File: src/tls_pkg.sv
// Shared types and constants for the text line splitter.
// No dependencies; imported by every module of the block.
package tls_pkg;

  // Transaction command codes on the input channel
  localparam logic CMD_DATA = 1'b0;
  localparam logic CMD_END  = 1'b1;

  // Result kind codes
  localparam logic KIND_LINE = 1'b0;
  localparam logic KIND_END  = 1'b1;

  // Configuration register indexes
  localparam int unsigned CFG_IDX_BITS = 3;
  localparam logic [CFG_IDX_BITS-1:0] REG_TERM_PRIMARY      = 3'd0;
  localparam logic [CFG_IDX_BITS-1:0] REG_TERM_SECONDARY_ON = 3'd1;
  localparam logic [CFG_IDX_BITS-1:0] REG_TERM_SECONDARY    = 3'd2;
  localparam logic [CFG_IDX_BITS-1:0] REG_CR_STRIP_ON       = 3'd3;
  localparam logic [CFG_IDX_BITS-1:0] REG_CR_BYTE           = 3'd4;

  localparam int unsigned CFG_DATA_BITS = 8;

  // Line total counter, saturating
  localparam int unsigned TOTAL_BITS = 21;
  localparam logic [TOTAL_BITS-1:0] TOTAL_MAX = {TOTAL_BITS{1'b1}};

  typedef struct packed {
    logic [7:0] term_primary;
    logic       term_secondary_on;
    logic [7:0] term_secondary;
    logic       cr_strip_on;
    logic [7:0] cr_byte;
  } cfg_t;

  typedef struct packed {
    logic is_term;
    logic is_cr;
  } byte_class_t;

endpackage

File: src/tls_cfg_regs.sv
// Configuration register file of the text line splitter.
// Depends on tls_pkg (cfg_t, register indexes).
module tls_cfg_regs
  import tls_pkg::*;
(
  input  logic                     clk,
  input  logic                     rst_n,
  input  logic                     cfg_we,
  input  logic [CFG_IDX_BITS-1:0]  cfg_index,
  input  logic [CFG_DATA_BITS-1:0] cfg_wdata,
  output cfg_t                     cfg
);

  cfg_t cfg_r;

  always_ff @(posedge clk) begin
    if (!rst_n) begin
      cfg_r.term_primary      <= 8'd10;
      cfg_r.term_secondary_on <= 1'b0;
      cfg_r.term_secondary    <= 8'd13;
      cfg_r.cr_strip_on       <= 1'b1;
      cfg_r.cr_byte           <= 8'd13;
    end else if (cfg_we) begin
      case (cfg_index)
        REG_TERM_PRIMARY:      cfg_r.term_primary      <= cfg_wdata;
        REG_TERM_SECONDARY_ON: cfg_r.term_secondary_on <= cfg_wdata[0];
        REG_TERM_SECONDARY:    cfg_r.term_secondary    <= cfg_wdata;
        REG_CR_STRIP_ON:       cfg_r.cr_strip_on       <= cfg_wdata[0];
        REG_CR_BYTE:           cfg_r.cr_byte           <= cfg_wdata;
        default: ; // unmapped index, ignored
      endcase
    end
  end

  assign cfg = cfg_r;

endmodule

File: src/tls_classify.sv
// Byte classifier: compares the incoming byte against the terminator and CR values.
// Depends on tls_pkg (cfg_t, byte_class_t).
module tls_classify
  import tls_pkg::*;
(
  input  cfg_t        cfg,
  input  logic [7:0]  data_byte,
  output byte_class_t cls
);

  assign cls.is_term = (data_byte == cfg.term_primary) ||
                       (cfg.term_secondary_on && (data_byte == cfg.term_secondary));
  assign cls.is_cr   = (data_byte == cfg.cr_byte);

endmodule

File: src/tls_tracker.sv
// Line tracker: scan state, line decision logic and the result register.
// Depends on tls_pkg (cfg_t, byte_class_t, command and kind codes).
module tls_tracker
  import tls_pkg::*;
#(
  parameter int unsigned MAX_LINE    = 1024,
  parameter int unsigned OFFSET_BITS = 20,
  parameter int unsigned LEN_BITS    = $clog2(MAX_LINE + 2)
) (
  input  logic                   clk,
  input  logic                   rst_n,
  input  cfg_t                   cfg,
  input  byte_class_t            cls,
  input  logic                   in_valid,
  input  logic                   in_cmd,
  output logic                   in_ready,
  input  logic                   out_ready,
  output logic                   out_valid,
  output logic                   out_kind,
  output logic [OFFSET_BITS-1:0] out_line_start,
  output logic [LEN_BITS-1:0]    out_line_length,
  output logic                   out_cr_seen,
  output logic                   out_broken,
  output logic [TOTAL_BITS-1:0]  out_line_total
);

  localparam logic [LEN_BITS-1:0]    MAX_LEN = LEN_BITS'(MAX_LINE);
  localparam logic [OFFSET_BITS-1:0] MAX_OFF = OFFSET_BITS'(MAX_LINE);

  logic [OFFSET_BITS-1:0] pos_r, pos_nxt;
  logic [OFFSET_BITS-1:0] start_r, start_nxt;
  logic [LEN_BITS-1:0]    pend_r, pend_nxt;
  logic                   prev_cr_r, prev_cr_nxt;
  logic [TOTAL_BITS-1:0]  total_r, total_nxt;

  logic                   out_valid_r;
  logic                   kind_r;
  logic [OFFSET_BITS-1:0] start_out_r;
  logic [LEN_BITS-1:0]    len_r;
  logic                   cr_r;
  logic                   brk_r;
  logic [TOTAL_BITS-1:0]  tot_r;

  logic                   accept;
  logic                   emit;
  logic                   strip;
  logic                   e_kind;
  logic [OFFSET_BITS-1:0] e_start;
  logic [LEN_BITS-1:0]    e_len;
  logic                   e_cr;
  logic                   e_brk;
  logic [TOTAL_BITS-1:0]  e_total;
  logic [TOTAL_BITS-1:0]  total_inc;

  assign in_ready  = !out_valid_r || out_ready;
  assign accept    = in_valid && in_ready;
  assign total_inc = (total_r != TOTAL_MAX) ? total_r + 1'b1 : total_r;

  always_comb begin
    pos_nxt     = pos_r;
    start_nxt   = start_r;
    pend_nxt    = pend_r;
    prev_cr_nxt = prev_cr_r;
    total_nxt   = total_r;
    emit        = 1'b0;
    strip       = 1'b0;
    e_kind      = KIND_LINE;
    e_start     = start_r;
    e_len       = pend_r;
    e_cr        = 1'b0;
    e_brk       = 1'b0;
    e_total     = '0;
    if (accept) begin
      if (in_cmd == CMD_END) begin
        emit        = 1'b1;
        e_kind      = KIND_END;
        e_total     = total_r;
        pos_nxt     = '0;
        start_nxt   = '0;
        pend_nxt    = '0;
        prev_cr_nxt = 1'b0;
        total_nxt   = '0;
      end else begin
        pos_nxt = pos_r + 1'b1;
        if (cls.is_term) begin
          // held CR beyond the limit is always stripped
          strip       = (pend_r > MAX_LEN) ||
                        (cfg.cr_strip_on && (pend_r != '0) && prev_cr_r);
          emit        = 1'b1;
          e_len       = strip ? pend_r - 1'b1 : pend_r;
          e_cr        = strip;
          total_nxt   = total_inc;
          start_nxt   = pos_r + 1'b1;
          pend_nxt    = '0;
          prev_cr_nxt = 1'b0;
        end else if (pend_r < MAX_LEN) begin
          pend_nxt    = pend_r + 1'b1;
          prev_cr_nxt = cls.is_cr;
        end else if ((pend_r == MAX_LEN) && cfg.cr_strip_on && cls.is_cr) begin
          pend_nxt    = pend_r + 1'b1;
          prev_cr_nxt = 1'b1;
        end else begin
          // cut at the limit; a held CR moves into the next line
          emit        = 1'b1;
          e_len       = MAX_LEN;
          e_brk       = 1'b1;
          total_nxt   = total_inc;
          start_nxt   = start_r + MAX_OFF;
          pend_nxt    = (pend_r > MAX_LEN) ? LEN_BITS'(2) : LEN_BITS'(1);
          prev_cr_nxt = cls.is_cr;
        end
      end
    end
  end

  always_ff @(posedge clk) begin
    if (!rst_n) begin
      pos_r       <= '0;
      start_r     <= '0;
      pend_r      <= '0;
      prev_cr_r   <= 1'b0;
      total_r     <= '0;
      out_valid_r <= 1'b0;
    end else begin
      pos_r     <= pos_nxt;
      start_r   <= start_nxt;
      pend_r    <= pend_nxt;
      prev_cr_r <= prev_cr_nxt;
      total_r   <= total_nxt;
      if (emit) begin
        out_valid_r <= 1'b1;
      end else if (out_ready) begin
        out_valid_r <= 1'b0;
      end
    end
  end

  always_ff @(posedge clk) begin
    if (emit) begin
      kind_r      <= e_kind;
      start_out_r <= e_start;
      len_r       <= e_len;
      cr_r        <= e_cr;
      brk_r       <= e_brk;
      tot_r       <= e_total;
    end
  end

  assign out_valid       = out_valid_r;
  assign out_kind        = kind_r;
  assign out_line_start  = start_out_r;
  assign out_line_length = len_r;
  assign out_cr_seen     = cr_r;
  assign out_broken      = brk_r;
  assign out_line_total  = tot_r;

endmodule

File: src/text_line_splitter_core.sv
// Top level of the text line splitter: config registers, byte classifier, tracker.
// Depends on tls_pkg, tls_cfg_regs, tls_classify and tls_tracker.
//
// The core scans a text buffer one byte per transaction and reports each line
// as it closes: start offset, length, CR-strip mark and a broken flag for lines
// cut at MAX_LINE bytes. An end-of-buffer transaction reports the unterminated
// remainder with the running line total and clears the scan state. Throughput
// is one transaction per clock: each byte needs only three byte compares and
// the counter updates of the tracker, all in front of the result register. A
// result appears on the out_ channel the cycle after the byte that closes the
// line. in_ready drops only while a result sits in the result register and
// out_ready is low; any byte that closes no line still needs that register
// free, so the source stalls one for one with the sink. Configuration writes
// take effect on the next cycle and must be made with the block idle.
module text_line_splitter_core
  import tls_pkg::*;
#(
  parameter int unsigned MAX_LINE    = 1024,
  parameter int unsigned OFFSET_BITS = 20
) (
  input  logic                          clk,
  input  logic                          rst_n,
  // configuration write port
  input  logic                          cfg_we,
  input  logic [CFG_IDX_BITS-1:0]       cfg_index,
  input  logic [CFG_DATA_BITS-1:0]      cfg_wdata,
  // input channel
  input  logic                          in_valid,
  output logic                          in_ready,
  input  logic                          in_cmd,
  input  logic [7:0]                    in_data_byte,
  // result channel
  output logic                          out_valid,
  input  logic                          out_ready,
  output logic                          out_kind,
  output logic [OFFSET_BITS-1:0]        out_line_start,
  output logic [$clog2(MAX_LINE+2)-1:0] out_line_length,
  output logic                          out_cr_seen,
  output logic                          out_broken,
  output logic [TOTAL_BITS-1:0]         out_line_total
);

  localparam int unsigned LEN_BITS = $clog2(MAX_LINE + 2);

  cfg_t        cfg;
  byte_class_t cls;

  tls_cfg_regs u_cfg (
    .clk      (clk),
    .rst_n    (rst_n),
    .cfg_we   (cfg_we),
    .cfg_index(cfg_index),
    .cfg_wdata(cfg_wdata),
    .cfg      (cfg)
  );

  // terminator wins over CR when a byte matches both
  tls_classify u_cls (
    .cfg      (cfg),
    .data_byte(in_data_byte),
    .cls      (cls)
  );

  tls_tracker #(
    .MAX_LINE   (MAX_LINE),
    .OFFSET_BITS(OFFSET_BITS),
    .LEN_BITS   (LEN_BITS)
  ) u_trk (
    .clk            (clk),
    .rst_n          (rst_n),
    .cfg            (cfg),
    .cls            (cls),
    .in_valid       (in_valid),
    .in_cmd         (in_cmd),
    .in_ready       (in_ready),
    .out_ready      (out_ready),
    .out_valid      (out_valid),
    .out_kind       (out_kind),
    .out_line_start (out_line_start),
    .out_line_length(out_line_length),
    .out_cr_seen    (out_cr_seen),
    .out_broken     (out_broken),
    .out_line_total (out_line_total)
  );

endmodule

File: config.mk
export PLATFORM = sky130hd
export DESIGN_NAME = text_line_splitter_core
export DESIGN_NICKNAME = d
export VERILOG_FILES = /design/src/tls_pkg.sv /design/src/tls_cfg_regs.sv /design/src/tls_classify.sv /design/src/tls_tracker.sv /design/src/text_line_splitter_core.sv
export SDC_FILE = /design/constraint.sdc
export NUM_CORES = 1
export LEC_CHECK = 0
export BUFFER_PORTS_ARGS = -buffer_cell sky130_fd_sc_hd__clkbuf_2
export CAP_MARGIN = 10
export CORE_UTILIZATION = 25
export DETAILED_ROUTE_END_ITERATION = 10
export GPL_TIMING_DRIVEN = 0
export HOLD_SLACK_MARGIN = 0.08
export PLACE_DENSITY_LB_ADDON = 0.05
export SLEW_MARGIN = 20
export SYNTH_ARGS = -nofsm -noshare
export SYNTH_HDL_FRONTEND = slang
export SYNTH_SLANG_ARGS = --single-unit
File: constraint.sdc
create_clock -name clk -period 3.8 [get_ports clk]
set_clock_uncertainty 0.15 [all_clocks]
set_input_delay 0.19 -clock clk [delete_from_list [all_inputs] [get_ports clk]]
set_output_delay 0.19 -clock clk [all_outputs]
set_load 0.01 [all_outputs]
==> metrics.txt, run 1 <==
status=complete, no violations; final core utilization=31.6%; Reg2Reg Setup Slack=0.28 ns; layout cells sized above 1=15.6%; Post-synth EDFFs=55; port bufs=81; DR vias=6,271; initial antenna violation count=0; 1st-pass router iterations=6; Fill cells=3,076; Synth Instances=between 700 and 800; most common cell in the netlist=nand2_1; top cells by count, synth=nand2_1 (107), dfxtp_1 (100), nor2_1 (73); overall power=3.79 mW; gr ovfl total=0; Worst EP arrival=3.73 ns; Routed Antenna Nets=0; ANT cells=0; total core area=approximately 29,000 µm²; Place WS=-0.00436 ns; Min Hold Slack=between 0.15 and 0.2 ns; final hold violations=0; DR iter-0 viols=roughly 390; die height=173 µm; measured slew at the worst slew-check pin=approximately 0.84 ns; post-synthesis cell area=7290 µm²; Worst Hold Depth=3; reg2reg path depth=11; GRT Util Overall=15.9%; Hold Crit Class=in -> reg; Synth area leader=dfxtp_1; CTS tree=done; Rows=62; first-pass GRT wire length=36,300 µm; fin nets=929; relative slew slack=43.6%; DP Area=~8300 µm²; DP Cell Count=1,247; Peak VDD IR=0.000230 V; CTS H-tree lvls=4; Synth-to-Final Area Change=24.3%; syn_area_per_cell=between 9 and 10 µm²; R2R Path Start=u_trk.pend_r[0]; largest net degree at the start of global routing=18; Crit Path Max Fanout=17; Lkg Pwr=3.25 nW; post-synthesis net count=between 800 and 900; worst reg2reg path endpoint=u_trk.e_start[11]; filler-free cell count of the finished design=1,296; Synth async-reset ratio=0%; io pins=about 80; HP Start=in_cmd; vias per cell=4.84; PwrDens=418 nW/µm²; sequential area share after synthesis=50.1%; Tmin final=3.52 ns; post-synth top area share=27.4%; routability cong.=between 0.7 and 0.8; Worst Setup Path Type=reg -> reg; Avg WL per Cell=between 15 and 20 µm; Crit. End Element=flip-flop; width of the die=173 µm; Hold EP=u_trk.out_line_total[13]; CP startpoint kind=flip-flop; clock latency on the worst-skew pair=0.42 ns; Distinct cells, synth=68; Initial Utilization=25.4%; Req. time, crit path=4.01 ns; Max Fclk=284 MHz; largest cells by area after synthesis=dfxtp_1 (27%), edfxtp_1 (23%), nand2_1 (5.5%); final cycle utilization of the critical path=roughly 90%; CTS Buf Count=17; DRC=0; max-cap check violation count=0; DRT Wirelength=23,400 µm; clock buffer depth=2; Sum Neg Setup Slack=0 ns; RSZ-0062 raised after global routing=false; Top FF cell, synth=dfxtp_1; cell area after layout=9070 µm²; register bit total from synthesis=155; vias in the first global route=between 6k and 7k; Final HPWL DP=17,000 µm; Clock transition at path regs=0.06 ns; worst setup margin=0.280 ns; die footprint=29,900 µm²; synth warn=0; CTS Sinks=155; root buffer cell=clkbuf_16; Max Slew Vio Count=0; setup violators final=0
==> registers in the layout (all words and copies together), names as in the netlist, 11 cells and up <==
name and flops:
u_trk.total_r 21, u_trk.out_line_start 20, u_trk.pos_r 20, u_trk.out_line_total 21, u_trk.pend_r 11, u_trk.out_line_length 11
u_trk.e_start 20, u_cfg.cfg 26
==> how the worst max path moves through the flow <==
stage / start / to / cells after the start
after floorplan: u_trk.pend_r[0] / u_trk.e_start[15] / 9
after global placement: u_trk.pend_r[0] / u_trk.e_start[11] / 9
after detailed placement: u_trk.pend_r[0] / u_trk.e_start[11] / 11
after CTS: u_trk.pend_r[0] / u_trk.e_start[11] / 11
after global routing: u_trk.pend_r[0] / u_trk.e_start[11] / 11
final: u_trk.pend_r[0] / u_trk.e_start[11] / 11
==> power breakdown <==
group          internal (mW)  total (mW)  leakage, nW  switching, mW
logic                 0.0933       0.276         1.62          0.183
registers               1.75        1.76         1.32         0.0149
clock network           1.04        1.76        0.301          0.714
total                   2.88        3.79         3.25          0.912
==> layer usage <==
metal	up-vias	global-route usage (%)	routed length (µm)
li1	3080	-	-
met1	2988	21.8	11500
met2	170	25.1	10400
met3	33	2.42	947
met4	0	5.86	513
met5	-	0	0
==> placed cells by master (no fill, tap or decap), drive strengths merged, types with 3 or more instances in the layout <==
cell type and instances:
a21oi 43, a22o 7, a22oi 17, a31oi 23, a32o 4, a41oi 3, and2 6, and3 38
buf 13, clkbuf 141, clkinv 4, dfxtp 100, dlygate4sd3 16, edfxtp 55, ha 5, inv 17
nand2 107, nand2b 10, nand3 40, nand3b 5, nand4 12, nor2 75, nor3 13, nor4 3
nor4b 3, o211ai 19, o21a 4, o21ai 22, o22ai 5, o31ai 4, o41ai 3, or3 5
or4 12, xnor2 35, xor2 15
==> cell type report <==
| type | count | area, µm² | share of cell area, % |
|---|---|---|---|
| Sequential cell | 155 | 3650 | 40.3 |
| Clock inverter | 8 | 78.8 | 0.869 |
| Timing Repair Buffer | 102 | 658 | 7.26 |
| Clock buffer | 24 | 526 | 5.79 |
| Tap cell | 384 | 480 | 5.30 |
| Buffer | 44 | 198 | 2.18 |
| Multi-Input combinational cell | 565 | 3420 | 37.7 |
| Inverter | 14 | 52.6 | 0.579 |
==> logic make-up after synthesis <==
family,synth area share (%)
flip-flops,50.1
multiplexers,0.274
adder cells (fa/ha/maj),0.995
buffers and inverters,3.43
AND/OR/NAND/NOR,23.0
XOR/XNOR,6.00
AO/OA/AOI/OAI,16.2
==> critical path: stages, from the launching register on <==
cell	delay, ns
dfxtp_1	0.42
inv_1	0.10
ha_1	0.19
nor3b_2	0.34
nor4b_4	0.46
nor4b_4	0.43
nand2b_1	0.25
a31oi_4	0.23
buf_16	0.26
buf_16	0.17
nor2_2	0.27
a22o_1	0.20
==> timing repair <==
action | CTS | global route
pin swaps | 0 | 0
buffers inserted | 1 | 0
hold buffers | 16 | 0
hold endpoints to repair | 28 | 0
resized for setup | 0 | 2
setup endpoints to repair | 7 | 10
Note: power is estimated with default switching activity, not from simulation.
==> run 2, diff against run 1 <==
--- a/config.mk
+++ b/config.mk
@@ -7,6 +7,8 @@
 export LEC_CHECK = 0
 export BUFFER_PORTS_ARGS = -buffer_cell sky130_fd_sc_hd__clkbuf_2
 export CAP_MARGIN = 10
+export CELL_PAD_IN_SITES_DETAIL_PLACEMENT = 1
+export CELL_PAD_IN_SITES_GLOBAL_PLACEMENT = 1
 export CORE_UTILIZATION = 25
 export DETAILED_ROUTE_END_ITERATION = 10
 export GPL_TIMING_DRIVEN = 0
==> run 2 against run 1 <==
First-iteration DRC count shrank 20%. Clock power is essentially flat. Non-clock buffer count decreased by 1. Final area fell by 0.41%. Largest power group is now the clock network. Highest routed layer unchanged.
==> metrics.txt, run 2 (synthesis results as in run 1) <==
footprint of the multi-input gates=3420 µm² (about the same); Worst Setup Path Type=in -> reg (was reg -> reg); Req. time, crit path=3.91 ns (was 4.01 ns); worst setup margin=0.307 ns (was 0.280 ns); RSZ-0062 raised after global routing=false (unchanged); GRT met3 Usage=2.55% (was 2.42%); status=complete, no violations (unchanged); routability cong.=0.767 (was 0.784); total core area=28,700 µm² (unchanged); PwrDens=422 nW/µm² (was 418 nW/µm²); 1st-pass router iterations=5 (was 6); measured slew at the worst slew-check pin=1.16 ns (was 0.839 ns); Tmin final=3.49 ns (was 3.52 ns); max FFs per register=26 (unchanged); Routed Antenna Nets=0 (unchanged); CTS Sinks=155 (unchanged); family with the most delay on the worst path=buffers and inverters (was simple AND/OR/NAND/NOR gates); clock latency on the worst-skew pair=0.44 ns (was 0.42 ns); Clock transition at path regs=0.07 ns (was 0.06 ns); CTS tree=done (unchanged); CP startpoint kind=primary input (was flip-flop); Hold Crit Class=in -> reg (unchanged); DP Cell Count=1,247 (unchanged); die footprint=29,900 µm² (unchanged); DP Area=8270 µm² (was 8280 µm²); Final HPWL DP=18,300 µm (was 17,000 µm); relative slew slack=21.7% (was 43.6%); Synth-to-Final Area Change=23.8% (was 24.3%); filler-free cell count of the finished design=1,295 (was 1,296); fin nets=928 (was 929); overall power=3.81 mW (was 3.79 mW); register area=3650 µm² (unchanged); die height=173 µm (unchanged); setup violators final=0 (unchanged); DR iter-0 viols=311 (was 389); Worst path slowest cell=clkbuf_1 (was nor4b_4); Max Slew Vio Count=0 (unchanged); Lkg Pwr=3.23 nW (was 3.25 nW); crit-path max cell delay=0.66 ns (was 0.46 ns); cell area after layout=9030 µm² (was 9070 µm²); final cycle utilization of the critical path=91.9% (was 92.6%); Fill cells=3,317 (was 3,076); Worst EP arrival=3.60 ns (was 3.73 ns); Avg WL per Cell=19.3 µm (was 18.1 µm); Peak VDD IR=0.000217 V (was 0.000230 V); vias per cell=4.92 (was 4.84); layout cells sized above 1=15.4% (was 15.6%); final core utilization=31.5% (was 31.6%); CTS H-tree lvls=4 (unchanged); Min Hold Slack=0.204 ns (was 0.181 ns); postcts setup bufs=0 (was 1); Sum Neg Setup Slack=0 ns (unchanged); io pins=82 (unchanged); DRC=0 (unchanged); GRT Util Overall=17.3% (was 15.9%); Max Fclk=286 MHz (was 284 MHz); vias in the first global route=6,666 (was 6,145); root buffer cell=clkbuf_16 (unchanged); Initial Utilization=25.4% (unchanged); DR vias=6,377 (was 6,271); commonest non-fill, non-tap cell in the layout=nand2_1 (unchanged); gr ovfl total=0 (unchanged); most frequent cells in the layout=nand2_1 (107), dfxtp_1 (100), clkbuf_2 (81), nor2_1 (73), edfxtp_1 (55) (unchanged); ANT cells=0 (unchanged); WP buf/inv=5 (was 3); most used routing layer=met2 (unchanged); Place WS=-0.0295 ns (was -0.00436 ns); most frequent CP cell=clkbuf_1; met1 Resource Use GR=23.3% (was 21.8%); Crit Path Max Fanout=10 (was 17); Crit. End Element=flip-flop (unchanged); met2 usage=28.5% (was 25.1%); DRT Wirelength=25,000 µm (was 23,400 µm); first-pass GRT wire length=39,500 µm (was 36,300 µm); clock buffer depth=2 (unchanged); max-cap check violation count=0 (unchanged); CTS Buf Count=17 (unchanged); largest net degree at the start of global routing=20 (was 18); Rows=62 (unchanged); port bufs=81 (unchanged); final hold violations=0 (unchanged); initial antenna violation count=0 (unchanged); CP Cell Sequence=dlygate4sd3_1 > clkbuf_2 > nand2b_1 > and2_1 > clkbuf_1 > nand2_1 > clkbuf_1 > clkbuf_1 > nor2_1 > a211oi_1 (was inv_1 > ha_1 > nor3b_2 > nor4b_4 > nor4b_4 > nand2b_1 > a31oi_4 > buf_16 > buf_16 > nor2_2 > a22o_1); width of the die=173 µm (unchanged)
-- run 2: layout make-up --
type	count	share of cell area [%]
inverters	14	0.582
clock inverters	12	1.47
clock buffers	20	5.07
flip-flops and latches	155	40.5
repair buffers	101	7.09
multi-input cells	565	37.8
well taps	384	5.32
plain buffers	44	2.19
-- run 2: worst register-to-register path: stages (launching register included) --
cell	delay (ns)
dfxtp_1	0.43
inv_1	0.11
ha_1	0.19
nor3b_2	0.33
nor4b_4	0.53
nor4b_4	0.46
nand2b_1	0.25
a31oi_4	0.32
buf_16	0.30
a21o_1	0.16
and3_1	0.16
-- run 2: power breakdown --
| part | leakage (nW) | switching, mW | internal (mW) |
|---|---|---|---|
| sequential | 1.32 | 0.0154 | 1.75 |
| combinational | 1.62 | 0.185 | 0.0906 |
| clock | 0.293 | 0.756 | 1.02 |
-- run 2: worst paths after layout --
check / end / depth (start not counted) / startpoint / slack (ns)
setup reg to reg: u_trk.total_r[20] / 10 / u_trk.pend_r[0] / 0.33
setup / recovery: u_trk.out_line_length[1] / 10 / out_ready / 0.31
hold / removal: u_trk.total_r[20] / 3 / in_cmd / 0.20
hold reg to reg: u_trk.out_line_start[4] / 0 / u_trk.e_start[4] / 0.29
-- run 2: repair_timing --
action | in CTS | in global routing
setup endpoints to repair | 1 | 26
hold buffers | 16 | 0
endpoints found under the hold margin | 28 | 0
gates resized for setup | 1 | 1
-- run 2: layer usage --
layer,up-vias,wire (µm)
li1,3071,-
met4,0,467
met3,23,639
met1,3172,12300
met5,-,0
met2,111,11700
